File: config.mk
export PLATFORM = sky130hd
export DESIGN_NAME = grs_ctrl
export DESIGN_NICKNAME = d
export VERILOG_FILES = /design/src/design/grs_pkg.sv /design/src/design/grs_ctrl.sv
export SDC_FILE = /design/constraint.sdc
export NUM_CORES = 1
export LEC_CHECK = 0
export ABC_AREA = 1
export BUFFER_PORTS_ARGS = -buffer_cell sky130_fd_sc_hd__buf_2
export CAP_MARGIN = 15
export CELL_PAD_IN_SITES_DETAIL_PLACEMENT = 1
export CELL_PAD_IN_SITES_GLOBAL_PLACEMENT = 1
export CORE_AREA = 8 8 105 107
export DETAILED_ROUTE_END_ITERATION = 6
export DIE_AREA = 0 0 113 115
export PLACE_DENSITY_LB_ADDON = 0.1
export SLEW_MARGIN = 20
export SYNTH_ARGS = -nofsm -noshare
export SYNTH_HDL_FRONTEND = slang
export SYNTH_SLANG_ARGS = --single-unit
File: constraint.sdc
create_clock -name clk -period 4.9 [get_ports clk]
set_input_delay 0.98 -clock clk [delete_from_list [all_inputs] [get_ports clk]]
set_output_delay 0.98 -clock clk [all_outputs]
set_load 0.02 [all_outputs]
File: src/design/grs_pkg.sv
`timescale 1ns / 1ps
package grs_pkg;
  localparam int GRID_MAX = 128;
  localparam int IDX_W = $clog2(GRID_MAX);
  localparam int ADDR_W = 2 * IDX_W;
  localparam int CELL_W = 40;
  localparam int SIZE_W = 8;
  localparam int SWEEP_W = 16;
  localparam int SCALE_W = 32;
  localparam int STEP_W = 4;
  localparam logic [STEP_W-1:0] LAST_STEP = 4'd8;

  localparam logic [1:0] OP_WRITE = 2'd0;
  localparam logic [1:0] OP_RUN = 2'd1;
  localparam logic [1:0] OP_READ = 2'd2;

  localparam logic [1:0] CFG_GRID_SIZE = 2'd0;
  localparam logic [1:0] CFG_SWEEP_COUNT = 2'd1;
  localparam logic [1:0] CFG_SOURCE_SCALE = 2'd2;

  // Commands from the sequencer to the datapath.
  typedef struct packed {
    logic host_wr;
    logic host_rd;
    logic load_read;
    logic load_done;
    logic cell_step;
    logic mul_lo;
    logic mul_hi;
    logic fin;
    logic wr_cell;
    logic copy_wr;
    logic toggle;
    logic [STEP_W-1:0] step;
    logic [IDX_W-1:0] r;
    logic [IDX_W-1:0] c;
  } cmd_t;
endpackage

File: src/design/grs_ctrl.sv
`timescale 1ns / 1ps
module grs_ctrl (
  input  logic clk,
  input  logic rst,
  input  logic in_valid,
  output logic in_stall,
  input  logic [1:0] op,
  input  logic cfg_we,
  input  logic [1:0] cfg_index,
  input  logic [31:0] cfg_data,
  input  logic out_busy,
  output grs_pkg::cmd_t cmd
);
  import grs_pkg::*;

  localparam logic [3:0] S_IDLE = 4'd0;
  localparam logic [3:0] S_RDW = 4'd1;
  localparam logic [3:0] S_CELL = 4'd2;
  localparam logic [3:0] S_MLO = 4'd3;
  localparam logic [3:0] S_MHI = 4'd4;
  localparam logic [3:0] S_FIN = 4'd5;
  localparam logic [3:0] S_WRC = 4'd6;
  localparam logic [3:0] S_DONE = 4'd7;
  localparam logic [3:0] S_CPR = 4'd8;
  localparam logic [3:0] S_CPW = 4'd9;

  logic [3:0] state;
  logic [SIZE_W-1:0] grid_size;
  logic [SWEEP_W-1:0] sweep_count;
  logic [SWEEP_W-1:0] sweeps_left;
  logic [STEP_W-1:0] step;
  logic [IDX_W-1:0] r;
  logic [IDX_W-1:0] c;
  logic [SIZE_W-1:0] n_eff;
  logic [SIZE_W-1:0] last_idx;
  logic accept;

  assign n_eff = (grid_size > SIZE_W'(GRID_MAX)) ? SIZE_W'(GRID_MAX) : grid_size;
  assign last_idx = n_eff - SIZE_W'(2);
  assign in_stall = (state != S_IDLE) || out_busy;
  assign accept = in_valid && !in_stall;

  // Configuration registers held by the sequencer.
  always_ff @(posedge clk) begin
    if (rst) begin
      grid_size <= SIZE_W'(128);
      sweep_count <= SWEEP_W'(1001);
    end else if (cfg_we) begin
      if (cfg_index == CFG_GRID_SIZE) grid_size <= cfg_data[SIZE_W-1:0];
      if (cfg_index == CFG_SWEEP_COUNT) sweep_count <= cfg_data[SWEEP_W-1:0];
    end
  end

  // Sequencer over sweeps, rows, columns and stencil steps, then a copy pass
  // that makes both banks agree on the interior before the run answers.
  always_ff @(posedge clk) begin
    if (rst) begin
      state <= S_IDLE;
      step <= '0;
      r <= '0;
      c <= '0;
      sweeps_left <= '0;
    end else begin
      case (state)
        S_IDLE: begin
          if (accept) begin
            if (op == OP_READ) begin
              state <= S_RDW;
            end else if (op == OP_RUN) begin
              if (n_eff < SIZE_W'(3) || sweep_count == '0) begin
                state <= S_DONE;
              end else begin
                sweeps_left <= sweep_count;
                r <= IDX_W'(1);
                c <= IDX_W'(1);
                step <= '0;
                state <= S_CELL;
              end
            end
          end
        end
        S_RDW: state <= S_IDLE;
        S_CELL: begin
          if (step == LAST_STEP) state <= S_MLO;
          else step <= step + STEP_W'(1);
        end
        S_MLO: state <= S_MHI;
        S_MHI: state <= S_FIN;
        S_FIN: state <= S_WRC;
        S_WRC: begin
          if ({1'b0, c} == last_idx) begin
            c <= IDX_W'(1);
            if ({1'b0, r} == last_idx) begin
              r <= IDX_W'(1);
              sweeps_left <= sweeps_left - SWEEP_W'(1);
              if (sweeps_left == SWEEP_W'(1)) begin
                step <= LAST_STEP;
                state <= S_CPR;
              end else begin
                step <= '0;
                state <= S_CELL;
              end
            end else begin
              r <= r + IDX_W'(1);
              step <= '0;
              state <= S_CELL;
            end
          end else begin
            c <= c + IDX_W'(1);
            step <= '0;
            state <= S_CELL;
          end
        end
        S_CPR: state <= S_CPW;
        S_CPW: begin
          if ({1'b0, c} == last_idx) begin
            c <= IDX_W'(1);
            if ({1'b0, r} == last_idx) begin
              r <= IDX_W'(1);
              state <= S_DONE;
            end else begin
              r <= r + IDX_W'(1);
              state <= S_CPR;
            end
          end else begin
            c <= c + IDX_W'(1);
            state <= S_CPR;
          end
        end
        S_DONE: state <= S_IDLE;
        default: state <= S_IDLE;
      endcase
    end
  end

  // Command decode.
  always_comb begin
    cmd = '0;
    cmd.step = step;
    cmd.r = r;
    cmd.c = c;
    cmd.host_wr = accept && (op == OP_WRITE);
    cmd.host_rd = accept && (op == OP_READ);
    cmd.load_read = (state == S_RDW);
    cmd.load_done = (state == S_DONE);
    cmd.cell_step = (state == S_CELL);
    cmd.mul_lo = (state == S_MLO);
    cmd.mul_hi = (state == S_MHI);
    cmd.fin = (state == S_FIN);
    cmd.wr_cell = (state == S_WRC);
    cmd.copy_wr = (state == S_CPW);
    cmd.toggle = (state == S_WRC) && ({1'b0, c} == last_idx) && ({1'b0, r} == last_idx);
  end
endmodule

Word-level counts from Yosys, hierarchy flattened

Index checks and enable logic that the tools add are counted.

Register bits after elaboration: 62
Output and inout port bits: 30
RAM bits: 0
Memory bits (read-only): 0
Logic and storage cells: 101
Bits of input ports: 41
Latch bits: 0
Memories kept: 0

$add $sub $neg: 5
Reductions and logical operators: 24
Bitwise gates (word level): 0
Divide/modulo/power cells: 0
Eq/ne operators: 26
Muxes and demuxes: 37
Multiply operators: 0
Order comparisons: 2
Shift-type cells: 0

Operator list:

| kind                  | count |
|---|---|
| $mux 16               | 6 |
| $mux 4                | 17 |
| $mux 7                | 7 |
| $pmux 16 s2           | 1 |
| $pmux 4 s8            | 1 |
| $pmux 7 s2            | 2 |
| $eq 16x1->1 const B   | 1 |
| $eq 4x3->1 const B    | 4 |
| $eq 7x8->1            | 2 |
| $logic_not 16->1      | 1 |
| $sub 16x1->16 const B | 1 |
| $add 7x1->7 const B   | 2 |
| $eq 4x4->1 const B    | 3 |
| $pmux 4 s3            | 1 |
| $reduce_and 6->1      | 2 |
| $ne 2x2->1 const B    | 5 |
| $eq 4x2->1 const B    | 2 |
| $gt 8x8->1 const B    | 1 |
| $lt 8x2->1 const B    | 1 |
| $mux 8                | 1 |
| $ne 2x1->1 const B    | 4 |
| $sub 8x2->8 const B   | 1 |
| $reduce_and 7->1      | 1 |
| $logic_and 1x1->1     | 5 |
| other kinds (17)      | 22 |

Longest topological paths before layout

Gate-level depths: netlist of the first run.

Depth in word-level cells: 9
Gate-level depth with buffers: 19
Depth with buffers taken out: 18

Least setup slack after synthesis of the first run

Ideal clock, no wire load.

Kind: flip-flop to output port
Start point: reg grid_size[7]
End point: out cmd[18] (netlist bit)
Slack: 1.932 ns
Path buffers: 1
Required time: 3.920 ns
Cell stages (with the launch flop): 14
Data arrival time: 1.988 ns
Cell sequence: dfxtp_1 inv_2 buf_6 nand2_1 ha_1 inv_1 nand3_1 nand3_1 nand3_1 nor2_1 nand3_1 nor2_4 nand2_1 nor2_1

RTL lines:

| what                   | RTL line       | RTL |
|---|---|---|
| from (decl)            | grs_ctrl.sv:28 | `logic [SIZE_W-1:0] grid_size;` |
| from (signal assigned) | grs_ctrl.sv:49 | `if (cfg_index == CFG_GRID_SIZE) grid_size <= cfg_data[SIZE_W-1:0];` |
| to (decl)              | grs_ctrl.sv:12 | `output grs_pkg::cmd_t cmd` |

==> impl_metrics.tcl, run 1 <==
set metrics [dict create \
    synth_compound_area_frac 0.131 \
    holdBufCountCts 0 \
    relSlewSlack 0.467 \
    crit_chain "inv_2 -> nand2_2 -> ha_1 -> inv_1 -> nand3_1 -> nand3_1 -> nand3_1 -> nor2_1 -> nand3_1 -> nor2_4 -> nand2_1 -> nor2_1 -> buf_2" \
    final.period_utilization 0.796 \
    drc 0 \
    dpl.hpwl_um 9010 \
    synth_area_per_cell_um2 6.31 \
    seq_area_frac_synth 0.324 \
    yosysWarnings 0 \
    antenna_found_initial 0 \
    n_antenna_cell 0 \
    slowest_stage "dfxtp_1" \
    grt_pass1_wl_um 19500 \
    yosys_register_bits 62 \
    clk_pin_slew_worst_paths_ns 0.08 \
    muxShareOfSynthArea 0 \
    cts_root_buf "clkbuf_8" \
    clock_latency_ns 0.35 \
    rsz0062_at_grt "false" \
    synth_edf_count 0 \
    area_delta_synth_final_pct 14.1 \
    synth_cells 607 \
    cp-start-kind "flop" \
    die_h_um 115 \
    grt_pass1_vias 4189 \
    die_width_um 113 \
    synth-simple-area-share 0.402 \
    ios 71 \
    grt_max_degree 30 \
    dieArea_um2 13000 \
    crit_type "flop to output port" \
    drt-pass1-iter-count 4 \
    finClkSkew_ns 0.0106 \
    setup_violations 0 \
    drt_first_iter_violations 153 \
    grt.overflow.total 0 \
    crit_fanout 13 \
    cts.sinks 62 \
    cp_top_family "simple AND/OR/NAND/NOR gates" \
    cp_num_buf_inv 3 \
    peakVddDrop_v 0.000122 \
    p_total_mw 1.43 \
    p_per_area_nw_per_um2 327 \
    grt_util_met3 0.0368 \
    tritoncts "built" \
    tightestPinTransition_ns 0.793 \
    fin_nets 711 \
    start_util 0.405 \
    hold_viol 0 \
    hold_class "flop to flop" \
    cpPeakStageDelay_ns 0.34 \
    core-area_um2 9460 \
    grt_util_met1 0.223 \
    synth_fp_nets 658 \
    synth_top_family_by_area "simple AND/OR/NAND/NOR gates" \
    synth_cell_type_count 38 \
    crit_top_cell "nand3_1" \
    rows 36 \
    synth_fa_ha_area_frac 0.0327 \
    fmax_mhz 256 \
    period_needed_ns 3.90 \
    num_vias 4030 \
    cts-htree-levels 3 \
    async_flop_share 0 \
    run_status "finished clean" \
    cp-end-kind "output port" \
    grt_util_all_layers 0.185 \
    clk_path_buf_depth 2 \
    gp_routability_congestion 0.818 \
    cts.repair.resized 0 \
    cts_buffers 9 \
    ant_nets 0 \
    wl_um 11600 \
    dominantRegCellSynth "dfxtp_1" \
    wire_per_inst_um 14.9 \
    critPathArrivalTime_ns 2.92 \
    met2_usage 0.327 \
    p_leak_nw 2.11 \
    cts_setup_buffers 0 \
    drt-vias-per-instance 5.17 \
    fin_setup_tns_ns 0 \
    slew_viol_final 0 \
    drv_cap 0 \
    port_buffers 54 \
    crit_required_ns 3.92 \
    busiest_layer "met2" \
    synth_xor_area_frac 0.0202 \
    drive_above_1_share 0.159 \
    netlist_area_um2 3830 \
]
[Yosys cell counts, drive strengths merged (7+ instances only)]
library cell  instances  share of area
ha                   10          0.033
nand2               158           0.16
a21oi                35          0.046
clkbuf                7         0.0069
o21ai                39          0.055
inv                  69          0.068
dfxtp                62           0.32
xor2                  7          0.018
nor3                 16          0.021
buf                   7          0.013
nand4                11          0.018
nand3                60          0.080
nor2                 99           0.11
[final cells by class]
class                      count  area [um2]
tap                          114         143
clock inverter                 7        62.6
timing repair buffer          56         285
clock buffer                   9         124
fill                        1304        5090
multi-input combinational    460        2250
sequential                    62        1240
inverter                      71         267
[per-stage QoR]
step                      instance area (um2)   util  hold slack, ns  instances  setup WS [ns]
after floorplan                          3830      -           0.439        607           1.93
after global placement                   4190  0.443           0.464        763           1.43
after detailed placement                 4190  0.443           0.465        763           1.35
after CTS                                4370  0.462           0.478        779          0.950
after global routing                     4370  0.462           0.510        779          0.665
final                                    4370  0.462           0.476        779          0.999
[sequential cells by signal (all words and copies together) (netlist names)]
name,count
step,4
sweeps_left,16
state,4
c,7
sweep_count,16
grid_size,8
r,7
[worst register-to-register path, stage by stage (launching register included)]
cell,delay [ns]
dfxtp_1,0.34
inv_2,0.25
nand2_2,0.22
ha_1,0.34
inv_1,0.12
nand3_1,0.11
nand3_1,0.12
nand3_1,0.08
nor2_1,0.13
nand3_1,0.13
nor2_4,0.24
nand2_2,0.08
nand2_2,0.09
nand3_2,0.52
o21ai_1,0.34
nor2_1,0.06
[power breakdown]
group | switching [mW] | internal (mW)
sequential | 0.0360 | 0.539
combinational | 0.276 | 0.125
clock | 0.255 | 0.196
total | 0.567 | 0.861
[worst paths after layout]
check,startpoint,endpoint,slack [ns],cells after the start
max,grid_size[7],cmd[18],1.0,13
min,grid_size[6],grid_size[6],0.48,2
max reg2reg,grid_size[7],sweeps_left[4],1.60,15
min reg2reg,grid_size[6],grid_size[6],0.48,2
[cells by family after synthesis]
group                      Yosys count
and+or+nand+nor                    352
DFF                                 62
adders and majority gates           10
xor gates and xnor gates             8
buffers and inverters               85
AOI/OAI and AO/OA                   90
[layout by cell type (no fill, tap or decap), drive strengths merged]
cell | netlist | routed
nand2 | 158 | 158
nor2 | 99 | 99
inv | 69 | 75
dfxtp | 62 | 62
nand3 | 60 | 60
buf | 7 | 56
o21ai | 39 | 39
a21oi | 35 | 35
nor3 | 16 | 16
nand4 | 11 | 11
ha | 10 | 10
clkbuf | 7 | 9
xor2 | 7 | 7
nor4 | 5 | 5
o22ai | 4 | 4
or2 | 3 | 3
clkinv | 2 | 2
o31ai | 2 | 2
a31oi | 2 | 2
o211ai | 2 | 2
xnor2 | 1 | 1
o2111ai | 1 | 1
a22oi | 1 | 1
a22o | 1 | 1
a21boi | 1 | 1
a211oi | 1 | 1
a2111oi | 1 | 1
clkinvlp | 0 | 1
[routing by layer]
layer	wire length (um)	share of wire
met5	0	0
met4	111	0.0096
met3	343	0.030
met2	5750	0.50
met1	5410	0.47
Power figures use the tool's default switching activity.
==> run 2, diff against run 1 <==
CORE_AREA = 8 8 109 111   (was 8 8 105 107)
DIE_AREA = 0 0 117 119   (was 0 0 113 115)
clock period = 3.85 ns   (was 4.9 ns; I/O delays follow)
==> impl_metrics.tcl, run 2 (synthesis results as in run 1) <==
set metrics [dict create \
    run_status "finished clean" \
    grt.overflow.total 0 \
    setup_violations 0 \
    drt-pass1-iter-count 4 \
    crit_chain "inv_4 -> nand2_4 -> ha_1 -> inv_1 -> nand3_1 -> nand3_1 -> nand2_1 -> nand3_1 -> nor2_1 -> nand3_1 -> nor2_1 -> nand2_1 -> nor2_1 -> buf_2" \
    final_common_cell "nand2_1" \
    rsz0062_at_grt "false" \
    grt_max_degree 38 \
    crit_fanout 13 \
    hold_start "sweep_count[4]" \
    antenna_found_initial 0 \
    tritoncts "built" \
    cp-end-kind "output port" \
    n_antenna_cell 0 \
    tightestPinTransition_ns 0.851 \
    p_leak_nw 2.13 \
    crit_required_ns 3.08 \
    final.period_utilization 0.924 \
    grt_pass1_wl_um 20300 \
    wl_um 12000 \
    clk_pin_slew_worst_paths_ns 0.08 \
    crit_top_cell "nand3_1" \
    die_h_um 119 \
    cts-htree-levels 3 \
    relSlewSlack 0.429 \
    area_delta_synth_final_pct 15.9 \
    core-area_um2 10100 \
    startpoint "grid_size[7]" \
    hold_class "flop to flop" \
    drc 0 \
    cpPeakStageDelay_ns 0.43 \
    start_util 0.380 \
    dpl.hpwl_um 9150 \
    fin_nets 714 \
    final_cell_mix "nand2_1, nor2_1, inv_1" \
    gp_routability_congestion 0.810 \
    r2r_setup_slack_ns 0.79 \
    finClkSkew_ns 0.00964 \
    dieArea_um2 13900 \
    cts_buffers 9 \
    cts.sinks 62 \
    slew_viol_final 0 \
    grt_util_all_layers 0.180 \
    fin_setup_tns_ns 0 \
    fillerInstances 1428 \
    p_total_mw 1.87 \
    p_per_area_nw_per_um2 420 \
    cts_root_buf "clkbuf_8" \
    wire_per_inst_um 14.9 \
    drv_cap 0 \
    slowest_stage "dfxtp_1" \
    clock_latency_ns 0.36 \
    hold_viol 0 \
    drt_first_iter_violations 159 \
    critPathArrivalTime_ns 2.79 \
    peakVddDrop_v 0.000188 \
    multi_input_area_um2 2260 \
    final_cells 804 \
    die_width_um 117 \
    num_vias 4142 \
    rows 37 \
    reg_top3 "sweep_count (16), sweeps_left (16), grid_size (8)" \
    port_buffers 54 \
    worstReg2RegStart "grid_size[7]" \
    ff_latch_area_um2 1240 \
    clk_path_buf_depth 2 \
    cp-start-kind "flop" \
    dp.cells 788 \
    grt_pass1_vias 4230 \
    period_needed_ns 3.56 \
    drive_above_1_share 0.163 \
    drt-vias-per-instance 5.15 \
    fmax_mhz 281 \
    ant_nets 0 \
    ios 71 \
    crit_type "flop to output port" \
]
## run 2: power breakdown
group	switching, mW	internal [mW]	total (mW)	leakage, nW
logic	0.358	0.171	0.529	1.53
clock network	0.303	0.301	0.604	0.0960
registers	0.0471	0.686	0.733	0.504
## run 2: final cells by class
| class | instances | share of cell area |
|---|---|---|
| tap | 136 | 0.0383 |
| sequential | 62 | 0.280 |
| timing repair buffer | 59 | 0.0693 |
| inverter | 71 | 0.0606 |
| clock inverter | 7 | 0.0163 |
| clock buffer | 9 | 0.0279 |
| multi-input combinational | 460 | 0.508 |
## run 2: repair_timing
| action | in CTS | in global routing |
|---|---|---|
| hold buffers | 0 | 0 |
| endpoints found under the hold margin | 0 | 0 |
| resized for setup | 0 | 3 |
| endpoints found under the setup margin | 0 | 1 |
| setup buffers | 0 | 0 |
## run 2: final timing paths
path	end	cells after the start
hold reg to reg	sweep_count[4]	2
hold / removal	sweep_count[4]	2
setup / recovery	cmd[18]	14
setup reg to reg	sweeps_left[9]	17
## run 2: stage by stage
| stage | hold slack [ns] | instance area (um2) | utilization | setup slack, ns |
|---|---|---|---|---|
| after detailed placement | 0.478 | 4240 | 0.420 | 0.549 |
| final | 0.487 | 4440 | 0.440 | 0.293 |
| after CTS | 0.490 | 4430 | 0.439 | 0.152 |
| after global placement | 0.473 | 4240 | 0.420 | 0.598 |
| after global routing | 0.512 | 4440 | 0.440 | 0.0136 |
| after floorplan | 0.439 | 3830 | - | 1.09 |
## run 2: worst max-delay path: cells and delay by family, from the launching register on
kind	cells	cell delay [ns]
buffers and inverters	3	0.44
AND/OR/NAND/NOR	10	1.26
flip-flops	1	0.43
adder cells (fa/ha/maj)	1	0.29
## run 2: per-layer routing
metal / vias up / part of all wire / wire length [um] / global-route usage
li1: 2088 / - / - / -
met4: 0 / 0.014 / 173 / 0.0528
met3: 18 / 0.030 / 360 / 0.0369
met2: 51 / 0.49 / 5910 / 0.308
met5: - / 0 / 0 / 0
met1: 1985 / 0.46 / 5550 / 0.221
==> run 3, diff against run 2 <==
CORE_AREA = 2 2 74 146   (was 8 8 109 111)
DIE_AREA = 0 0 76 148   (was 0 0 117 119)
==> impl_metrics.tcl, run 3 (synthesis results as in run 1) <==
set metrics [dict create \
    cts_root_buf "clkbuf_16" \
    fin_nets 713 \
    fmax_mhz 284 \
    clock_latency_ns 0.34 \
    drc 0 \
    crit_fanout 13 \
    clk_pin_slew_worst_paths_ns 0.05 \
    peakVddDrop_v 0.000239 \
    start_util 0.380 \
    crit_required_ns 3.08 \
    fin_area_um2 4560 \
    final_cell_mix "nand2_1, nor2_1, inv_1" \
    dpl.hpwl_um 9660 \
    grt_pass1_vias 4430 \
    rsz0062_at_grt "false" \
    cts_buffers 9 \
    num_vias 4145 \
    fillerInstances 1398 \
    clk_path_buf_depth 2 \
    gp_routability_congestion 0.889 \
    period_needed_ns 3.52 \
    crit_type "flop to output port" \
    cts.repair.resized 0 \
    place_area_um2 4230 \
    dieArea_um2 11200 \
    holdBufCountCts 0 \
    ff_latch_area_um2 1240 \
    hold_class "flop to flop" \
    final.period_utilization 0.915 \
    cts_setup_buffers 0 \
    cts-htree-levels 3 \
    grt_max_degree 34 \
    cpPeakStageDelay_ns 0.42 \
    crit_top_cell "nand3_1" \
    slowest_stage "dfxtp_1" \
    die_h_um 148 \
    grt_pass1_wl_um 20800 \
    p_per_area_nw_per_um2 469 \
    wire_per_inst_um 15.5 \
    drv_cap 0 \
    tritoncts "built" \
    cts.sinks 62 \
    drive_above_1_share 0.162 \
    ant_nets 0 \
    p_leak_nw 2.18 \
    drt-pass1-iter-count 4 \
    n_antenna_cell 0 \
    grt.overflow.total 0 \
    tightestPinTransition_ns 0.837 \
    die_width_um 76 \
    finClkSkew_ns 0.00608 \
    crit_chain "inv_4 -> nand2_4 -> ha_1 -> inv_1 -> nand3_1 -> nand3_1 -> nand2_1 -> nand3_1 -> nor2_1 -> nand3_1 -> nor2_1 -> nand2_1 -> nor2_1 -> buf_2" \
    grt_util_all_layers 0.232 \
    cp-start-kind "flop" \
    wl_um 12500 \
    relSlewSlack 0.438 \
    reg_top3 "sweep_count (16), sweeps_left (16), grid_size (8)" \
    ios 71 \
    run_status "finished clean" \
    setup_violations 0 \
    hold_viol 0 \
    critPathArrivalTime_ns 2.75 \
    drt-vias-per-instance 5.17 \
    rows 52 \
    multi_input_area_um2 2260 \
    area_delta_synth_final_pct 18.9 \
    fin_setup_tns_ns 0 \
    core-area_um2 10100 \
    antenna_found_initial 0 \
    cp-end-kind "output port" \
    final_common_cell "nand2_1" \
    slew_viol_final 0 \
    port_buffers 54 \
    drt_first_iter_violations 98 \
]
[run 3: changes by cell type in the layout (fill, tap and decap cells not counted), sizes merged]
cell / previous run / this run
clkbuf: 9 / 12
buf: 59 / 58
clkinv: 4 / 3
inv: 71 / 69
[run 3: stage by stage]
stage / std cells / hold slack (ns) / utilization / setup WS [ns] / total power [mW]
floorplan: 607 / 0.439 / - / 1.09 / 1.12
global route: 802 / 0.498 / 0.452 / 0.0407 / 2.26
global placement: 786 / 0.460 / 0.419 / 0.586 / 1.25
finish: 802 / 0.484 / 0.452 / 0.329 / 2.14
detailed placement: 786 / 0.477 / 0.419 / 0.513 / 1.27
CTS: 802 / 0.487 / 0.451 / 0.133 / 2.15
[run 3: final cells by class]
cell class / instances / share of cell area
inverter: 71 / 0.0590
clock buffer: 12 / 0.0585
clock inverter: 4 / 0.0118
timing repair buffer: 58 / 0.0659
sequential: 62 / 0.272
multi-input combinational: 460 / 0.495
tap: 135 / 0.0371
[run 3: final timing paths]
| path | slack [ns] | end | start | depth (start not counted) |
|---|---|---|---|---|
| hold reg to reg | 0.48 | grid_size[6] | grid_size[6] | 2 |
| setup reg to reg | 0.83 | sweeps_left[2] | grid_size[7] | 17 |
| hold / removal | 0.48 | grid_size[6] | grid_size[6] | 2 |
| setup / recovery | 0.33 | cmd[18] | grid_size[7] | 14 |
[run 3: power breakdown]
part / total [mW] / switching, mW / internal (mW)
Combinational: 0.527 / 0.364 / 0.163
Clock: 0.875 / 0.319 / 0.555
Sequential: 0.735 / 0.0477 / 0.687
[run 3: critical path: cells and delay by family, from the launching register on]
family / cells / cell delay [ns]
adders and majority gates: 1 / 0.30
buffers and inverters: 3 / 0.44
DFF: 1 / 0.42
and+or+nand+nor: 10 / 1.25
[run 3: layer usage]
metal | vias to the layer above | track usage | part of all wire
met5 | - | 0 | 0
met4 | 0 | 0.148 | 0.044
met3 | 32 | 0.0250 | 0.018
met2 | 57 | 0.460 | 0.57
met1 | 1974 | 0.221 | 0.37
li1 | 2082 | - | -
